`src/scc_pkg.sv`:
```
`timescale 1ns / 1ps

package scc_pkg;

    localparam int NODE_W        = 6;
    localparam int CFG_W         = 7;
    localparam int STATUS_W      = 2;
    localparam int ID_LIMIT      = 1 << NODE_W;
    localparam int MAX_NODES_DEF = 64;

    localparam logic [STATUS_W-1:0] ST_NODE     = 2'd0;
    localparam logic [STATUS_W-1:0] ST_BAD_EDGE = 2'd1;
    localparam logic [STATUS_W-1:0] ST_EMPTY    = 2'd2;

    localparam logic FUNC_ADD = 1'b0;
    localparam logic FUNC_RUN = 1'b1;

    localparam int OP_W = 5;
    localparam logic [OP_W-1:0] OP_NONE   = 5'd0;
    localparam logic [OP_W-1:0] OP_EDGE   = 5'd1;
    localparam logic [OP_W-1:0] OP_EMPTY  = 5'd2;
    localparam logic [OP_W-1:0] OP_START  = 5'd3;
    localparam logic [OP_W-1:0] OP_RSKIP  = 5'd4;
    localparam logic [OP_W-1:0] OP_RVISIT = 5'd5;
    localparam logic [OP_W-1:0] OP_ROWLD  = 5'd6;
    localparam logic [OP_W-1:0] OP_SSKIP  = 5'd7;
    localparam logic [OP_W-1:0] OP_SVISIT = 5'd8;
    localparam logic [OP_W-1:0] OP_SCHK   = 5'd9;
    localparam logic [OP_W-1:0] OP_UPD    = 5'd10;
    localparam logic [OP_W-1:0] OP_PSTART = 5'd11;
    localparam logic [OP_W-1:0] OP_POP    = 5'd12;
    localparam logic [OP_W-1:0] OP_POPW   = 5'd13;
    localparam logic [OP_W-1:0] OP_RET    = 5'd14;
    localparam logic [OP_W-1:0] OP_OSTART = 5'd15;
    localparam logic [OP_W-1:0] OP_USKIP  = 5'd16;
    localparam logic [OP_W-1:0] OP_PLACE  = 5'd17;
    localparam logic [OP_W-1:0] OP_ESKIP  = 5'd18;
    localparam logic [OP_W-1:0] OP_EMIT   = 5'd19;
    localparam logic [OP_W-1:0] OP_ENDC   = 5'd20;
    localparam logic [OP_W-1:0] OP_CLEAR  = 5'd21;

    typedef struct packed {
        logic [OP_W-1:0] op;
    } cmd_t;

    typedef struct packed {
        logic out_free;
        logic in_run;
        logic n_zero;
        logic r_end;
        logic vis_r;
        logic nxt_end;
        logic row_bit;
        logic vis_t;
        logic onstk_t;
        logic low_eq;
        logic last;
        logic dp_zero;
        logic all_placed;
        logic placed_u;
        logic ready;
        logic e_end;
        logic em_bit;
    } sts_t;

endpackage

```
`src/scc_ctrl.sv`:
```
`timescale 1ns / 1ps

module scc_ctrl
(
    input  logic          clk,
    input  logic          rst_n,
    input  logic          in_valid,
    output logic          in_stall,
    input  scc_pkg::sts_t sts,
    output scc_pkg::cmd_t cmd
);

    localparam logic [3:0] S_IDLE  = 4'd0;
    localparam logic [3:0] S_ROOT  = 4'd1;
    localparam logic [3:0] S_ROW   = 4'd2;
    localparam logic [3:0] S_SCAN  = 4'd3;
    localparam logic [3:0] S_UPD   = 4'd4;
    localparam logic [3:0] S_DONE  = 4'd5;
    localparam logic [3:0] S_POP   = 4'd6;
    localparam logic [3:0] S_POPW  = 4'd7;
    localparam logic [3:0] S_RET   = 4'd8;
    localparam logic [3:0] S_OSEL  = 4'd9;
    localparam logic [3:0] S_OWAIT = 4'd10;
    localparam logic [3:0] S_OCHK  = 4'd11;
    localparam logic [3:0] S_EMIT  = 4'd12;
    localparam logic [3:0] S_CLEAR = 4'd13;

    logic [3:0] state_reg;
    logic [3:0] state_next;

    assign in_stall = !((state_reg == S_IDLE) && sts.out_free);

    always_comb
    begin
        state_next = state_reg;
        cmd.op     = scc_pkg::OP_NONE;
        unique case (state_reg)
            S_IDLE:
            begin
                if (in_valid && sts.out_free)
                begin
                    if (sts.in_run)
                    begin
                        if (sts.n_zero)
                        begin
                            cmd.op = scc_pkg::OP_EMPTY;
                        end
                        else
                        begin
                            cmd.op     = scc_pkg::OP_START;
                            state_next = S_ROOT;
                        end
                    end
                    else
                    begin
                        cmd.op = scc_pkg::OP_EDGE;
                    end
                end
            end
            S_ROOT:
            begin
                if (sts.r_end)
                begin
                    cmd.op     = scc_pkg::OP_OSTART;
                    state_next = S_OSEL;
                end
                else if (sts.vis_r)
                begin
                    cmd.op = scc_pkg::OP_RSKIP;
                end
                else
                begin
                    cmd.op     = scc_pkg::OP_RVISIT;
                    state_next = S_ROW;
                end
            end
            S_ROW:
            begin
                cmd.op     = scc_pkg::OP_ROWLD;
                state_next = S_SCAN;
            end
            S_SCAN:
            begin
                if (sts.nxt_end)
                begin
                    state_next = S_DONE;
                end
                else if (!sts.row_bit)
                begin
                    cmd.op = scc_pkg::OP_SSKIP;
                end
                else if (!sts.vis_t)
                begin
                    cmd.op     = scc_pkg::OP_SVISIT;
                    state_next = S_ROW;
                end
                else if (sts.onstk_t)
                begin
                    cmd.op     = scc_pkg::OP_SCHK;
                    state_next = S_UPD;
                end
                else
                begin
                    cmd.op = scc_pkg::OP_SSKIP;
                end
            end
            S_UPD:
            begin
                cmd.op     = scc_pkg::OP_UPD;
                state_next = S_SCAN;
            end
            S_DONE:
            begin
                if (sts.low_eq)
                begin
                    cmd.op     = scc_pkg::OP_PSTART;
                    state_next = S_POP;
                end
                else
                begin
                    state_next = S_RET;
                end
            end
            S_POP:
            begin
                cmd.op     = scc_pkg::OP_POP;
                state_next = S_POPW;
            end
            S_POPW:
            begin
                cmd.op     = scc_pkg::OP_POPW;
                state_next = sts.last ? S_RET : S_POP;
            end
            S_RET:
            begin
                if (sts.dp_zero)
                begin
                    cmd.op     = scc_pkg::OP_RSKIP;
                    state_next = S_ROOT;
                end
                else
                begin
                    cmd.op     = scc_pkg::OP_RET;
                    state_next = S_ROW;
                end
            end
            S_OSEL:
            begin
                if (sts.all_placed)
                begin
                    state_next = S_CLEAR;
                end
                else if (sts.placed_u)
                begin
                    cmd.op = scc_pkg::OP_USKIP;
                end
                else
                begin
                    state_next = S_OWAIT;
                end
            end
            S_OWAIT:
            begin
                state_next = S_OCHK;
            end
            S_OCHK:
            begin
                if (sts.ready)
                begin
                    cmd.op     = scc_pkg::OP_PLACE;
                    state_next = S_EMIT;
                end
                else
                begin
                    cmd.op     = scc_pkg::OP_USKIP;
                    state_next = S_OSEL;
                end
            end
            S_EMIT:
            begin
                if (sts.e_end)
                begin
                    cmd.op     = scc_pkg::OP_ENDC;
                    state_next = S_OSEL;
                end
                else if (!sts.em_bit)
                begin
                    cmd.op = scc_pkg::OP_ESKIP;
                end
                else if (sts.out_free)
                begin
                    cmd.op = scc_pkg::OP_EMIT;
                end
            end
            S_CLEAR:
            begin
                cmd.op     = scc_pkg::OP_CLEAR;
                state_next = S_IDLE;
            end
            default:
            begin
                state_next = S_IDLE;
            end
        endcase
    end

    always_ff @(posedge clk or negedge rst_n)
    begin
        if (!rst_n)
        begin
            state_reg <= S_IDLE;
        end
        else
        begin
            state_reg <= state_next;
        end
    end

endmodule

```
`config.mk`:
```
export PLATFORM = sky130hd
export DESIGN_NAME = scc_ctrl
export DESIGN_NICKNAME = d
export VERILOG_FILES = /design/src/scc_pkg.sv /design/src/scc_ctrl.sv
export SDC_FILE = /design/constraint.sdc
export NUM_CORES = 1
export LEC_CHECK = 0
export ABC_AREA = 1
export BUFFER_PORTS_ARGS = -buffer_cell sky130_fd_sc_hd__clkbuf_2
export CORE_UTILIZATION = 37
export DETAILED_ROUTE_END_ITERATION = 12
export GPL_ROUTABILITY_DRIVEN = 0
export GPL_TIMING_DRIVEN = 0
export PLACE_DENSITY_LB_ADDON = 0.05
export SYNTH_ARGS = -nofsm -noshare
export SYNTH_HDL_FRONTEND = slang
export SYNTH_SLANG_ARGS = --single-unit
```
`constraint.sdc`:
```
create_clock -name clk -period 3.3 [get_ports clk]
set_input_delay 0 -clock clk [delete_from_list [all_inputs] [get_ports clk]]
set_output_delay 0 -clock clk [all_outputs]
set_load 0.05 [all_outputs]
```
== After elaboration in Yosys (flattened, before gate mapping) ==
Index checks and enable logic that the tools add are counted.

* Bits in registers: 4
* Input bits: 20
* Output and inout bits: 6
* Logic and storage cells: 63

* Equal/unequal tests: 21
* Multiplexer cells: 35
* Reductions and logical operators: 6

{| class="wikitable"
|+ Operator list
! operator !! number
|-
| two-way mux 4 bit || 21
|-
| one-hot mux 5 bit (13 select lines) || 1
|-
| one-hot mux 4 bit (12 select lines) || 1
|-
| two-way mux 5 bit || 7
|-
| == test 4 bit (second input constant) || 6
|-
| == test 4 x 3 -> 1 bit (second input constant) || 4
|-
| != test 3 bit (second input constant) || 3
|-
| == test 4 x 2 -> 1 bit (second input constant) || 2
|-
| AND reduction 8 bit || 1
|-
| != test 2 bit (second input constant) || 3
|-
| == test 4 x 1 -> 1 bit (second input constant) || 1
|-
| logical NOT 4 bit || 1
|-
| != test 4 bit (second input constant) || 1
|-
| two-way mux 1 bit || 3
|-
| two-way mux 3 bit || 1
|-
| logical AND 1 bit || 2
|-
| two-way mux 2 bit || 1
|-
| != test 2 x 1 -> 1 bit (second input constant) || 1
|-
| OR reduction 2 bit || 1
|-
| logical NOT 1 bit || 1
|}

== Logic depth before layout (Yosys ltp) ==
Gate-level depths: netlist (run 1).

* Word-level depth: 5
* Mapped depth: 9
* Mapped depth without buffers: 9

== Worst setup path after synthesis (run 1) ==
OpenSTA, ideal clock, no wires.

* Path type: register to output
* Start: register state_reg[2]
* End: output cmd[3] (netlist bit)
* Arrival time: 1600 ps
* Slack: 1700 ps
* Stages on the path, launching flop included: 6
* Path through: dfrtp_1 > inv_1 > nand2_1 > nor2_1 > nand2_1 > o2111ai_1

{| class="wikitable"
|+ RTL lines
! what !! line !! RTL
|-
| start, declared || scc_ctrl.sv:28 || <nowiki>logic [3:0] state_reg;</nowiki>
|-
| start signal, assigned || scc_ctrl.sv:215 || <nowiki>state_reg <= state_next;</nowiki>
|-
| end, declared || scc_ctrl.sv:10 || <nowiki>output scc_pkg::cmd_t cmd</nowiki>
|}

==> results.txt, run 1 <==
The proportion of synthesized chip area in sequential cells came out at 0.153. The net count of the finished layout came out at 183. The iteration count of the initial detailed-routing pass came out at 9. The maximum vdd drop is 0.432 mV. The worst path in the final design needs a cycle of 1.77 ns, including I/O delays and setup. The design internal power came out at 0.295 mW. Data on the critical path arrives at its endpoint at 1.77 ns. The reported leakage power is 0.530 nW.

The area inside the core boundary came out at 1580 um^2. The number of antenna violations at the first check in global routing came out at 0. In the final layout, the share of cells above drive strength 1 is 0.205.

Leaving out fill and tap cells, the most frequent cell in the layout is sky130_fd_sc_hd__nand2_1. The number of maximum-capacitance constraint violations is 0. 26 I/O pins were placed. The worst setup margin is 1.53 ns. The final non-filler cell total is 177. The total negative slack for setup checks came out at 0 ns. For this run, the top clock speed supported by timing is 0.564 GHz.

The flip-flop count of the largest register, all copies and words added is 4. The switching power of the nets is 0.557 mW. The total congestion overflow after global routing came out at 0. The synthesized netlist net count is 152. The placement-stage worst setup slack came out at 1.78 ns. The tree is rooted in a sky130_fd_sc_hd__clkbuf_4. The maximum number of buffers from clock root to sink is 2. The clock reaches the later pin of the worst-skew pair after 0.24 ns. The post-route clock skew came out at 0.00827 ns. The clock power share came out at 0.074. In this run the number of H-tree levels came out at 1. Buffers added to address setup during post-CTS repair amount to 0. The path class of the lowest-slack min-delay path is in -> reg. The highest fanout seen on the critical path came out at 5. At the pin with the least slew margin, the transition time is 0.354 ns. The flop and latch count out of synthesis came out at 4. TritonCTS built the clock tree.

Setup repair after global routing left no endpoint under its margin. The initial cell density of the core is 0.416. The die outline width is 44.1 um. Once the clock tree was built, the resizer swapped 0 gates to a different size.

Summed over all layers, the routed wires come to 1.96 mm. The ratio of total power to cell area came out at 1020 nW/um^2. The via total after detailed routing is 937. The number of max-slew violations in the final report came out at 0. The die area is 1940 um^2. The count of cell types in the netlist is 15. The number of buffers added to fix hold violations after cts came out at 1. For this run, design rule violations remaining after detail routing come to 2.

The count of port buffers added during placement is 25. Entering global routing, the biggest net connects 9 pins. The final reports fail on DRC. The area growth from synthesis to layout came out at 27.1%. At the worst endpoint, the required time is 3.30 ns.

The via density per instance is 5.29. The number of antenna-violating nets in the routed design is 0. The total power draw came out at 0.852 mW. The flow ran to the end, but the final reports show violations. The violation count after the first detailed-route iteration came out at 57.

The type of the setup path with the least slack is reg -> out. The type of destination of the critical path is an output port. The number of core rows came out at 14. Dividing the detail-routed wire length by the instance count gives 11.1 um. The count of final hold-check violations is 0. A synthesized cell averages 4.97 um^2. The share of total power in combinational logic is 0.801. In this run, placement finished with an instance count of 173. At the end of the flow the core is filled with cells to 0.529.

The internal reg-to-reg setup slack came out at 1.87 ns. The number of filler cells placed in the layout came out at 178. The height of the die is 44.1 um.

Clock-pin slew was measured on the worst setup and hold paths at 0.04 ns. The relative max-transition margin is 0.763. For this design, the sink count on the clock tree is 4.

The count of mapped cells out of synthesis came out at 132. The library cells used most frequently in the layout, excluding fill and tap cells, are sky130_fd_sc_hd__nand2_1 (49), sky130_fd_sc_hd__clkbuf_2 (25), sky130_fd_sc_hd__nor2_1 (19), sky130_fd_sc_hd__inv_1 (18), sky130_fd_sc_hd__nand3_1 (15). The via count of the first global-routing pass came to 786. The fraction of the cycle the final worst path needs is 0.537. The TritonCTS buffer count came out at 3.

STA classifies the critical path startpoint as a flop. The power share of the sequential group is 0.125. The post-detailed-placement half-perimeter wirelength came out at 1.69 mm. The switching power share of the total is 0.654. The final setup violation count came out at 0. The total standard cell area after synthesis came out at 656 um^2.

The first global-routing pass estimated 3.26 mm of wire. The Yosys warning count came out at 0. The all-layer global routing usage came out at 0.224. The final antenna diode count came out at 0.
[stage by stage]
stage                     area [um^2]  hold WS, ns
after detailed placement          801       -0.187
after CTS                         833       0.0323
after global placement            801       -0.192
after floorplan                   656       -0.296
after global routing              833       0.0330
final                             833       0.0329
[critical path, stage by stage (launching register included)]
cell and delay [ns]:
sky130_fd_sc_hd__dfrtp_1 0.42, sky130_fd_sc_hd__nor2_1 0.31, sky130_fd_sc_hd__nand2_1 0.13, sky130_fd_sc_hd__inv_1 0.13
sky130_fd_sc_hd__nand2_1 0.05, sky130_fd_sc_hd__and3_1 0.18, sky130_fd_sc_hd__nand2_1 0.05, sky130_fd_sc_hd__clkbuf_2 0.27
[cell usage after synthesis]
cell type	number	share of area
sky130_fd_sc_hd__a211oi_1	1	0.011
sky130_fd_sc_hd__and3_1	1	0.0095
sky130_fd_sc_hd__dfrtp_1	4	0.15
sky130_fd_sc_hd__inv_2	1	0.0057
sky130_fd_sc_hd__nand2_1	49	0.28
sky130_fd_sc_hd__nand3b_1	1	0.011
sky130_fd_sc_hd__o2111ai_1	3	0.040
sky130_fd_sc_hd__nor2_1	19	0.11
sky130_fd_sc_hd__nand3_1	15	0.11
sky130_fd_sc_hd__nor2_2	4	0.038
sky130_fd_sc_hd__nor3_1	1	0.0076
sky130_fd_sc_hd__a31oi_1	1	0.0095
sky130_fd_sc_hd__o21ai_0	7	0.053
sky130_fd_sc_hd__inv_1	18	0.10
sky130_fd_sc_hd__a21oi_1	7	0.053
[power by group through the flow]
stage                     sequential, mW  clock, mW  combinational, mW
after global routing               0.111     0.0706              0.750
after detailed placement           0.106          0              0.676
after global placement             0.107          0              0.678
after CTS                          0.106     0.0646              0.679
final                              0.106     0.0629              0.682
after floorplan                   0.0985          0              0.534
[metal layers]
| metal | GRT usage | share of wire | up-vias | wire length [um] |
|---|---|---|---|---|
| met5 | 0 | 0 | - | 0 |
| met4 | 0.0970 | 0.015 | 0 | 29 |
| met3 | 0.0327 | 0.11 | 4 | 221 |
| met2 | 0.344 | 0.43 | 51 | 849 |
| met1 | 0.311 | 0.44 | 398 | 864 |
| li1 | - | - | 484 | - |
[cell families after synthesis]
family | count (synthesis) | synth area share
AOI/OAI and AO/OA | 19 | 0.168
buffers and inverters | 19 | 0.109
DFF | 4 | 0.153
and+or+nand+nor | 90 | 0.571
[layout make-up]
class / instances / area (um^2) / share of cell area
multi-input cells: 109 / 484 / 0.581
repair buffers: 26 / 135 / 0.162
flip-flops and latches: 4 / 100 / 0.120
inverters: 19 / 71.3 / 0.0856
clock buffers: 3 / 22.5 / 0.0270
well taps: 16 / 20.0 / 0.0240
[final timing paths]
kind,startpoint,end,depth (start not counted)
setup reg to reg,state_reg[3],state_reg[2],8
hold / removal,sts[7],state_reg[3],2
max in group asynchronous,rst_n,state_reg[2],2
hold reg to reg,state_reg[0],state_reg[0],2
setup / recovery,state_reg[3],cmd[1],7
min in group asynchronous,rst_n,state_reg[3],2
No activity file was read; power rests on OpenSTA's default activity.
==> inputs of run 2 (changes only) <==
--- a/config.mk
+++ b/config.mk
@@ -5,7 +5,7 @@
 export SDC_FILE = /design/constraint.sdc
 export NUM_CORES = 1
 export LEC_CHECK = 0
-export ABC_AREA = 1
+export ABC_AREA = 0
 export BUFFER_PORTS_ARGS = -buffer_cell sky130_fd_sc_hd__clkbuf_2
 export CORE_UTILIZATION = 37
 export DETAILED_ROUTE_END_ITERATION = 12
==> constraint.sdc (replaced) <==
create_clock -name clk -period 1.5 [get_ports clk]
set_input_delay 0 -clock clk [delete_from_list [all_inputs] [get_ports clk]]
set_output_delay 0 -clock clk [all_outputs]
set_load 0.05 [all_outputs]
==> results.txt, run 2 <==
The final antenna diode count is 0 (unchanged). The maximum number of pins on one net before global-route repair is 11 (+2). The initial cell density of the core is 0.405 (-0.0109). The flop and latch count out of synthesis came out at 4 (unchanged).

The insertion delay to the later sink of the worst-skew pair came out at 0.23 ns (about the same). The number of core rows came to 16 (+2). The final worst hold slack is 0.102 ns (+0.0689 ns).

The clock transition at the registers of the reported paths is 0.04 ns (about the same). The total congestion overflow after global routing came out at 0 (unchanged). The die area is 2380 um^2 (+23%). The clock power share is 0.048 (-0.026).

The final non-filler cell total came out at 177 (unchanged). The net count of the finished layout is 171 (-6.6%). The synthesized netlist net count is 129 (-15%). The data required time of the worst path is 1.50 ns (-1.80 ns). The flow ran to the end, but the final reports show violations. The maximum vdd drop is 1.92 mV (+350%). The type of destination of the critical path is an output port.

The critical path is of the reg -> out type. The count of cell types in the netlist came out at 46 (+31). The final setup violation count is 10 (+10). The design internal power is 1.48 mW (+400%). The area of combinational cells with multiple inputs is 748 um^2 (+55%).

The library cell used most frequently in the layout, excluding fill and tap cells, is sky130_fd_sc_hd__clkbuf_2. The post-route clock skew came to 0.00183 ns (-0.00645 ns). The number of antenna-violating nets in the routed design came to 0 (unchanged). The power share of the sequential group was 0.070 (-0.055). The total DRC errors in the routed layout is 0 (-2).

The final reports fail on setup timing. The highest fanout seen on the critical path is 3 (-2). The iteration count of the initial detailed-routing pass is 4 (-5). The placement-stage worst setup slack came out at -0.180 ns (-1.96 ns). The most frequently used flop master after synthesis is sky130_fd_sc_hd__dfrtp_1. The count of final hold-check violations was 0 (unchanged). The worst path arrival time came to 1.82 ns (+0.05 ns).

The area growth from synthesis to layout is 59.9%. The number of ports placed on the die boundary came out at 26 (unchanged). sky130_fd_sc_hd__nand2_1 is the most common cell in the netlist. Setup repair after global routing could not meet its margin everywhere. The fraction of final layout cells sized beyond drive strength 1 came to 0.493 (+0.288).

The actual transition at the worst max-transition pin was 0.475 ns (+0.120 ns). The count of mapped cells out of synthesis was 109 (-17%). The total power draw is 3.02 mW (+250%). The all-layer global routing usage was 0.255 (+0.0317).

The switching power of the nets is 1.54 mW (+180%). The total wire length after detailed routing is 2.85 mm (+45%). The post-detailed-placement half-perimeter wirelength came out at 1.91 mm (+13%). The proportion of synthesized chip area in sequential cells came out at 0.123 (-0.0292). The fraction of the cycle the final worst path needs came out at 1.21. Static timing analysis puts the maximum clock frequency at 0.549 GHz.

In this run the worst hold path is classified as in -> async. The clock tree from TritonCTS is yes. The area inside the core boundary was 2000 um^2 (+27%). The count of port buffers added during placement is 25 (unchanged). The fraction of post-synthesis cell area in the top cell type by area came out at 0.123 (-0.157). The TritonCTS buffer count is 3 (unchanged). The height of the die came out at 48.8 um (+11%). The violation count after the first detailed-route iteration is 19 (-67%). The total standard cell area after synthesis came to 811 um^2 (+24%). The worst path in the final design needs a cycle of 1.82 ns, including I/O delays and setup. The reported leakage power came to 0.551 nW (+4.0%). The number of cells after detailed placement is 161 (-6.9%). The mean cell area of the mapped netlist was 7.44 um^2 (+50%). The worst setup margin is -0.320 ns (-1.85 ns). The number of max-slew violations in the final report is 0 (unchanged). The flip-flop count of the largest register, all copies and words added is 4 (unchanged). The Yosys warning count is 0 (unchanged).

The total clock sinks is 4 (unchanged). The switching power share of the total was 0.510 (-0.144). The number of maximum-capacitance constraint violations is 0 (unchanged). The relative max-transition margin is 0.683 (-0.0794). The wire length per cell after detailed routing was 16.1 um (+45%). The number of antenna violations at the first check in global routing came out at 0 (unchanged). The number of synthesized flops with an enable pin is 0 (unchanged). The sequential cell area is 101 um^2 (+1.2%). In the layout the commonest cells are sky130_fd_sc_hd__clkbuf_2 (19), sky130_fd_sc_hd__buf_4 (11), sky130_fd_sc_hd__buf_6 (8), sky130_fd_sc_hd__nand2_1 (7), sky130_fd_sc_hd__nor2b_1 (6). The via density per instance is 5.92 (+12%).

The die outline width came out at 48.8 um (+11%). Ranked by total cell area, the synthesized netlist is headed by sky130_fd_sc_hd__dfrtp_1 (12%), sky130_fd_sc_hd__buf_6 (5.6%), sky130_fd_sc_hd__nor2b_1 (5.4%), sky130_fd_sc_hd__nand2b_1 (4.6%), sky130_fd_sc_hd__o21ai_0 (4.3%). The synthesized design spends more area on one cell type than any other, namely sky130_fd_sc_hd__dfrtp_1. The share of total power in combinational logic is 0.883 (+0.082). The library cell used as clock root buffer is sky130_fd_sc_hd__clkbuf_4. The final core area utilization is 0.648 (+0.119). The via total after detailed routing is 1047 (+12%). The via count of the first global-routing pass came to 1039 (+32%). The wire length of the first global-routing pass is 4.87 mm (+49%). The number of filler cells placed in the layout came out at 178 (unchanged). The share of synthesized registers carrying an async set or reset was 1.00 (unchanged).

Sorting the synthesized cells by how often they occur yields sky130_fd_sc_hd__nand2_1 (9), sky130_fd_sc_hd__nor2b_1 (7), sky130_fd_sc_hd__o21ai_0 (7). The maximum number of buffers from clock root to sink is 2 (unchanged). The ratio of total power to cell area is 2330 nW/um^2 (+130%). The worst setup path is launched from a flop.

The deepest level of the CTS H-tree came out at 1 (unchanged).
-- run 2: cell count changes after synthesis, moves of 4 or more --
| cell | change |
|---|---|
| sky130_fd_sc_hd__inv_1 | -15 |
| sky130_fd_sc_hd__buf_2 | +5 |
| sky130_fd_sc_hd__nand2_1 | -40 |
| sky130_fd_sc_hd__nand3_1 | -13 |
| sky130_fd_sc_hd__nor2b_1 | +7 |
| sky130_fd_sc_hd__buf_6 | +4 |
| sky130_fd_sc_hd__nor2_2 | -4 |
| sky130_fd_sc_hd__nand2b_1 | +6 |
| sky130_fd_sc_hd__nor2_1 | -14 |
-- run 2: power by group through the flow --
stage,clock [mW],combinational [mW],sequential (mW)
3_3_place_gp,0,2.02,0.207
6_report,0.144,2.67,0.211
4_1_cts,0.149,2.52,0.196
2_1_floorplan,0,1.64,0.197
5_1_grt,0.157,2.82,0.216
3_5_place_dp,0,2.02,0.207
-- run 2: final cells by class --
type | count | share of cell area
Buffer | 9 | 0.0705
Multi-Input combinational cell | 92 | 0.577
Clock buffer | 4 | 0.0203
Inverter | 3 | 0.00869
Timing Repair Buffer | 38 | 0.219
Sequential cell | 4 | 0.0782
Tap cell | 27 | 0.0261
-- run 2: critical path, cell delays in order (launching register included) --
cell                       delay (ns)
sky130_fd_sc_hd__dfrtp_2         0.42
sky130_fd_sc_hd__or2_4           0.27
sky130_fd_sc_hd__or3_4           0.40
sky130_fd_sc_hd__o32a_1          0.18
sky130_fd_sc_hd__o211ai_1        0.10
sky130_fd_sc_hd__clkbuf_8        0.22
-- run 2: path summary, 6_finish.rpt --
| path | slack, ns | end | cells past startpoint | start |
|---|---|---|---|---|
| max | -0.32 | cmd[0] | 5 | state_reg[2] |
| min | 0.10 | state_reg[3] | 2 | rst_n |
| max reg2reg | -0.14 | state_reg[0] | 5 | state_reg[3] |
| min reg2reg | 0.81 | state_reg[2] | 3 | state_reg[0] |
| max in group asynchronous | 1.26 | state_reg[2] | 2 | rst_n |
| min in group clk | 0.15 | state_reg[2] | 3 | sts[1] |
-- run 2: cells by family (layout without fill, tap and decap cells) --
logic type | count (synthesis) | count (layout) | share of synthesized area
simple gates | 48 | 48 | 0.363
buf+inv | 13 | 54 | 0.105
mux | 1 | 1 | 0.0123
compound gates | 43 | 43 | 0.397
flops | 4 | 4 | 0.123
-- run 2: through the flow --
step | area [um^2] | TNS (ns)
2_1_floorplan | 868 | -0.471
3_3_place_gp | 1030 | -0.654
3_5_place_dp | 1030 | -0.649
4_1_cts | 1250 | -1.28
5_1_grt | 1300 | -2.05
6_report | 1300 | -1.45
-- run 2: what timing repair did --
item                                    4_1_cts  5_1_grt
gates cloned                                  1        0
hold endpoints to repair                      4        0
gates resized for setup                      24       16
setup buffers                                10        1
hold buffers                                  1        0
pin swaps                                     8        8
endpoints found under the setup margin        9       10
-- run 2: routing by layer --
layer	global-route usage	share of wire	vias up
li1	-	-	506
met1	0.338	0.45	493
met2	0.456	0.50	43
met3	0.0156	0.041	5
met4	0.0490	0.0095	0
met5	0	0	-
==> inputs of run 3 (changes only) <==
--- a/config.mk
+++ b/config.mk
@@ -7,10 +7,13 @@
 export LEC_CHECK = 0
 export ABC_AREA = 0
 export BUFFER_PORTS_ARGS = -buffer_cell sky130_fd_sc_hd__clkbuf_2
-export CORE_UTILIZATION = 37
+export CELL_PAD_IN_SITES_DETAIL_PLACEMENT = 0
+export CELL_PAD_IN_SITES_GLOBAL_PLACEMENT = 1
+export CORE_UTILIZATION = 32
 export DETAILED_ROUTE_END_ITERATION = 12
 export GPL_ROUTABILITY_DRIVEN = 0
 export GPL_TIMING_DRIVEN = 0
+export HOLD_SLACK_MARGIN = 0.12
 export PLACE_DENSITY_LB_ADDON = 0.05
 export SYNTH_ARGS = -nofsm -noshare
 export SYNTH_HDL_FRONTEND = slang
==> results.txt, run 3 (synthesis results as in run 2) <==
The initial cell density of the core is 0.353 (-0.0521). The TritonCTS buffer count came out at 3 (unchanged). CTS placed an instance of sky130_fd_sc_hd__clkbuf_4 at the clock tree root. The worst path arrival time came to 1.83 ns (about the same). The all-layer global routing usage came to 0.218 (-0.0377). The maximum number of pins on one net before global-route repair came out at 11 (unchanged). The maximum vdd drop came out at 1.61 mV (-16%). The post-route clock skew is 0.000334 ns (-0.00149 ns). The final reports fail on setup timing. The relative max-transition margin is 0.757 (+0.0731). The total DRC errors in the routed layout came out at 0 (unchanged). The worst setup margin came out at -0.325 ns (-0.00460 ns). The setup path with the least slack is of type reg -> out. The wire length of the first global-routing pass is 4.39 mm (-9.9%). Leaving out fill and tap cells, the most frequent cells in the layout are sky130_fd_sc_hd__clkbuf_2 (21), sky130_fd_sc_hd__buf_6 (11), sky130_fd_sc_hd__buf_4 (10), sky130_fd_sc_hd__nand2_1 (9). The via density per instance is 5.85 (-1.2%). The clock transition at the registers of the reported paths came out at 0.04 ns (about the same).

The total negative slack for setup checks was -1.47 ns (-0.0171 ns). The reported leakage power came out at 0.555 nW (+0.73%). The via count of the first global-routing pass is 934 (-10%). The iteration count of the initial detailed-routing pass was 4 (unchanged).

The insertion delay to the later sink of the worst-skew pair came out at 0.25 ns (+0.02 ns). The wire length per cell after detailed routing came out at 15.7 um (-2.4%). The total clock sinks came out at 4 (unchanged). The fraction of the cycle the final worst path needs came out at 1.22 (+0.00307). The data required time of the worst path came to 1.50 ns (about the same).

The die area is 2740 um^2 (+15%). The number of antenna-violating nets in the routed design is 0 (unchanged). The count of port buffers added during placement is 25 (unchanged).

The count of final hold-check violations came out at 0 (unchanged). The run finished, with violations left. The ratio of total power to cell area came out at 2340 nW/um^2 (+0.61%). The number of max-slew violations in the final report came out at 0 (unchanged). The final antenna diode count was 0 (unchanged). The final non-filler cell total came out at 182 (+2.8%).

The die outline width is 52.3 um (+7.2%). The fraction of final layout cells sized beyond drive strength 1 came out at 0.474 (-0.0193). The number of ports placed on the die boundary was 26 (unchanged).

The deepest level of the CTS H-tree came to 1 (unchanged). The total wire length after detailed routing is 2.86 mm (+0.39%). The maximum number of buffers from clock root to sink came out at 2 (unchanged). The number of filler cells placed in the layout is 224 (+26%). The highest fanout seen on the critical path came out at 4 (+1). STA classifies the critical path endpoint as an output port. The clock period minus final worst setup slack is 1.83 ns (+0.00460 ns). The height of the die came out at 52.3 um (+7.2%). The number of maximum-capacitance constraint violations came out at 0 (unchanged). The type of element launching the critical path is a flop. The maximum clock frequency is 0.548 GHz (-0.25%). The post-detailed-placement half-perimeter wirelength is 1.99 mm (+4.3%). The area growth from synthesis to layout is 63.3%. The via total after detailed routing is 1064 (+1.6%).

The total power draw came out at 3.10 mW (+2.7%). The violation count after the first detailed-route iteration is 32 (+13). The final setup violation count came to 9 (-1). Setup repair after global routing could not meet its margin everywhere. The path class of the lowest-slack min-delay path is in -> reg.

The area inside the core boundary is 2300 um^2 (+15%). The actual transition at the worst max-transition pin came out at 0.365 ns (-0.110 ns). The number of antenna violations at the first check in global routing is 0 (unchanged). The number of cells after detailed placement came out at 162 (+0.62%).

The flip-flop count of the largest register, all copies and words added came out at 4 (unchanged). The total congestion overflow after global routing is 0 (unchanged). The net count of the finished layout was 175 (+2.3%). TritonCTS built the clock tree. The number of core rows is 17 (+1).

Leaving out fill and tap cells, the most frequent cell in the layout is sky130_fd_sc_hd__clkbuf_2.
-- run 3: changes by cell type in the layout (fill, tap and decap cells not counted), moves of 2 or more --
cell | before | now
sky130_fd_sc_hd__buf_6 | 8 | 11
sky130_fd_sc_hd__o31ai_2 | 2 | 0
sky130_fd_sc_hd__o31ai_1 | 0 | 2
sky130_fd_sc_hd__clkbuf_2 | 19 | 21
sky130_fd_sc_hd__dlygate4sd3_1 | 1 | 3
sky130_fd_sc_hd__nand2_1 | 7 | 9
-- run 3: layer usage --
| layer | up-vias | routed length (um) | global-route usage |
|---|---|---|---|
| met3 | 3 | 143 | 0.0174 |
| li1 | 514 | - | - |
| met5 | - | 0 | 0 |
| met4 | 0 | 27 | 0.0614 |
| met2 | 40 | 1370 | 0.361 |
| met1 | 507 | 1320 | 0.298 |
-- run 3: repair_timing --
| item | 4_1_cts | 5_1_grt |
|---|---|---|
| resized for setup | 19 | 17 |
| hold buffers | 3 | 0 |
| gates cloned | 1 | 0 |
| endpoints found under the setup margin | 9 | 9 |
| pin swaps | 3 | 5 |
| hold endpoints to repair | 5 | 0 |
| buffers inserted | 8 | 5 |
-- run 3: worst paths after layout --
| check | from | to | slack [ns] | depth (start not counted) |
|---|---|---|---|---|
| worst max register to register | state_reg[2] | state_reg[1] | -0.15 | 6 |
| max in group asynchronous | rst_n | state_reg[2] | 0.69 | 3 |
| worst max-delay path | state_reg[2] | cmd[0] | -0.33 | 5 |
| worst min-delay path | sts[4] | state_reg[0] | 0.22 | 4 |
| worst min register to register | state_reg[0] | state_reg[2] | 0.79 | 3 |
| min in group asynchronous | rst_n | state_reg[3] | 0.64 | 3 |
-- run 3: through the flow --
stage          area [um^2]  hold slack, ns  setup slack [ns]   util
2_1_floorplan          868          -0.296            -0.237      -
3_3_place_gp          1030          -0.193            -0.187  0.448
3_5_place_dp          1030          -0.190            -0.186  0.448
4_1_cts               1220           0.229            -0.330  0.533
5_1_grt               1320           0.261            -0.362  0.576
6_report              1320           0.215            -0.325  0.576
-- run 3: final cells by class --
cell class                      count  area, um^2  share of cell area
Tap cell                           28        35.0              0.0265
Inverter                            3        15.0              0.0113
Clock buffer                        4        26.3              0.0198
Timing Repair Buffer               42         325               0.246
Multi-Input combinational cell     92         733               0.554
Sequential cell                     4         101              0.0766
Buffer                              9        87.6              0.0662
-- run 3: power breakdown --
part           switching, mW  internal [mW]  total (mW)  leakage, nW
Clock                 0.0628          0.101       0.164       0.0150
Combinational           1.45           1.28        2.73        0.492
Sequential            0.0437          0.164       0.208       0.0475
Total                   1.56           1.54        3.10        0.555
-- run 3: worst max-delay path, stage by stage (launching register included) --
cell                       delay, ns
sky130_fd_sc_hd__dfrtp_2        0.42
sky130_fd_sc_hd__or2_4          0.26
sky130_fd_sc_hd__or3_4          0.41
sky130_fd_sc_hd__o32a_1         0.17
sky130_fd_sc_hd__o211ai_1       0.10
sky130_fd_sc_hd__clkbuf_8       0.22
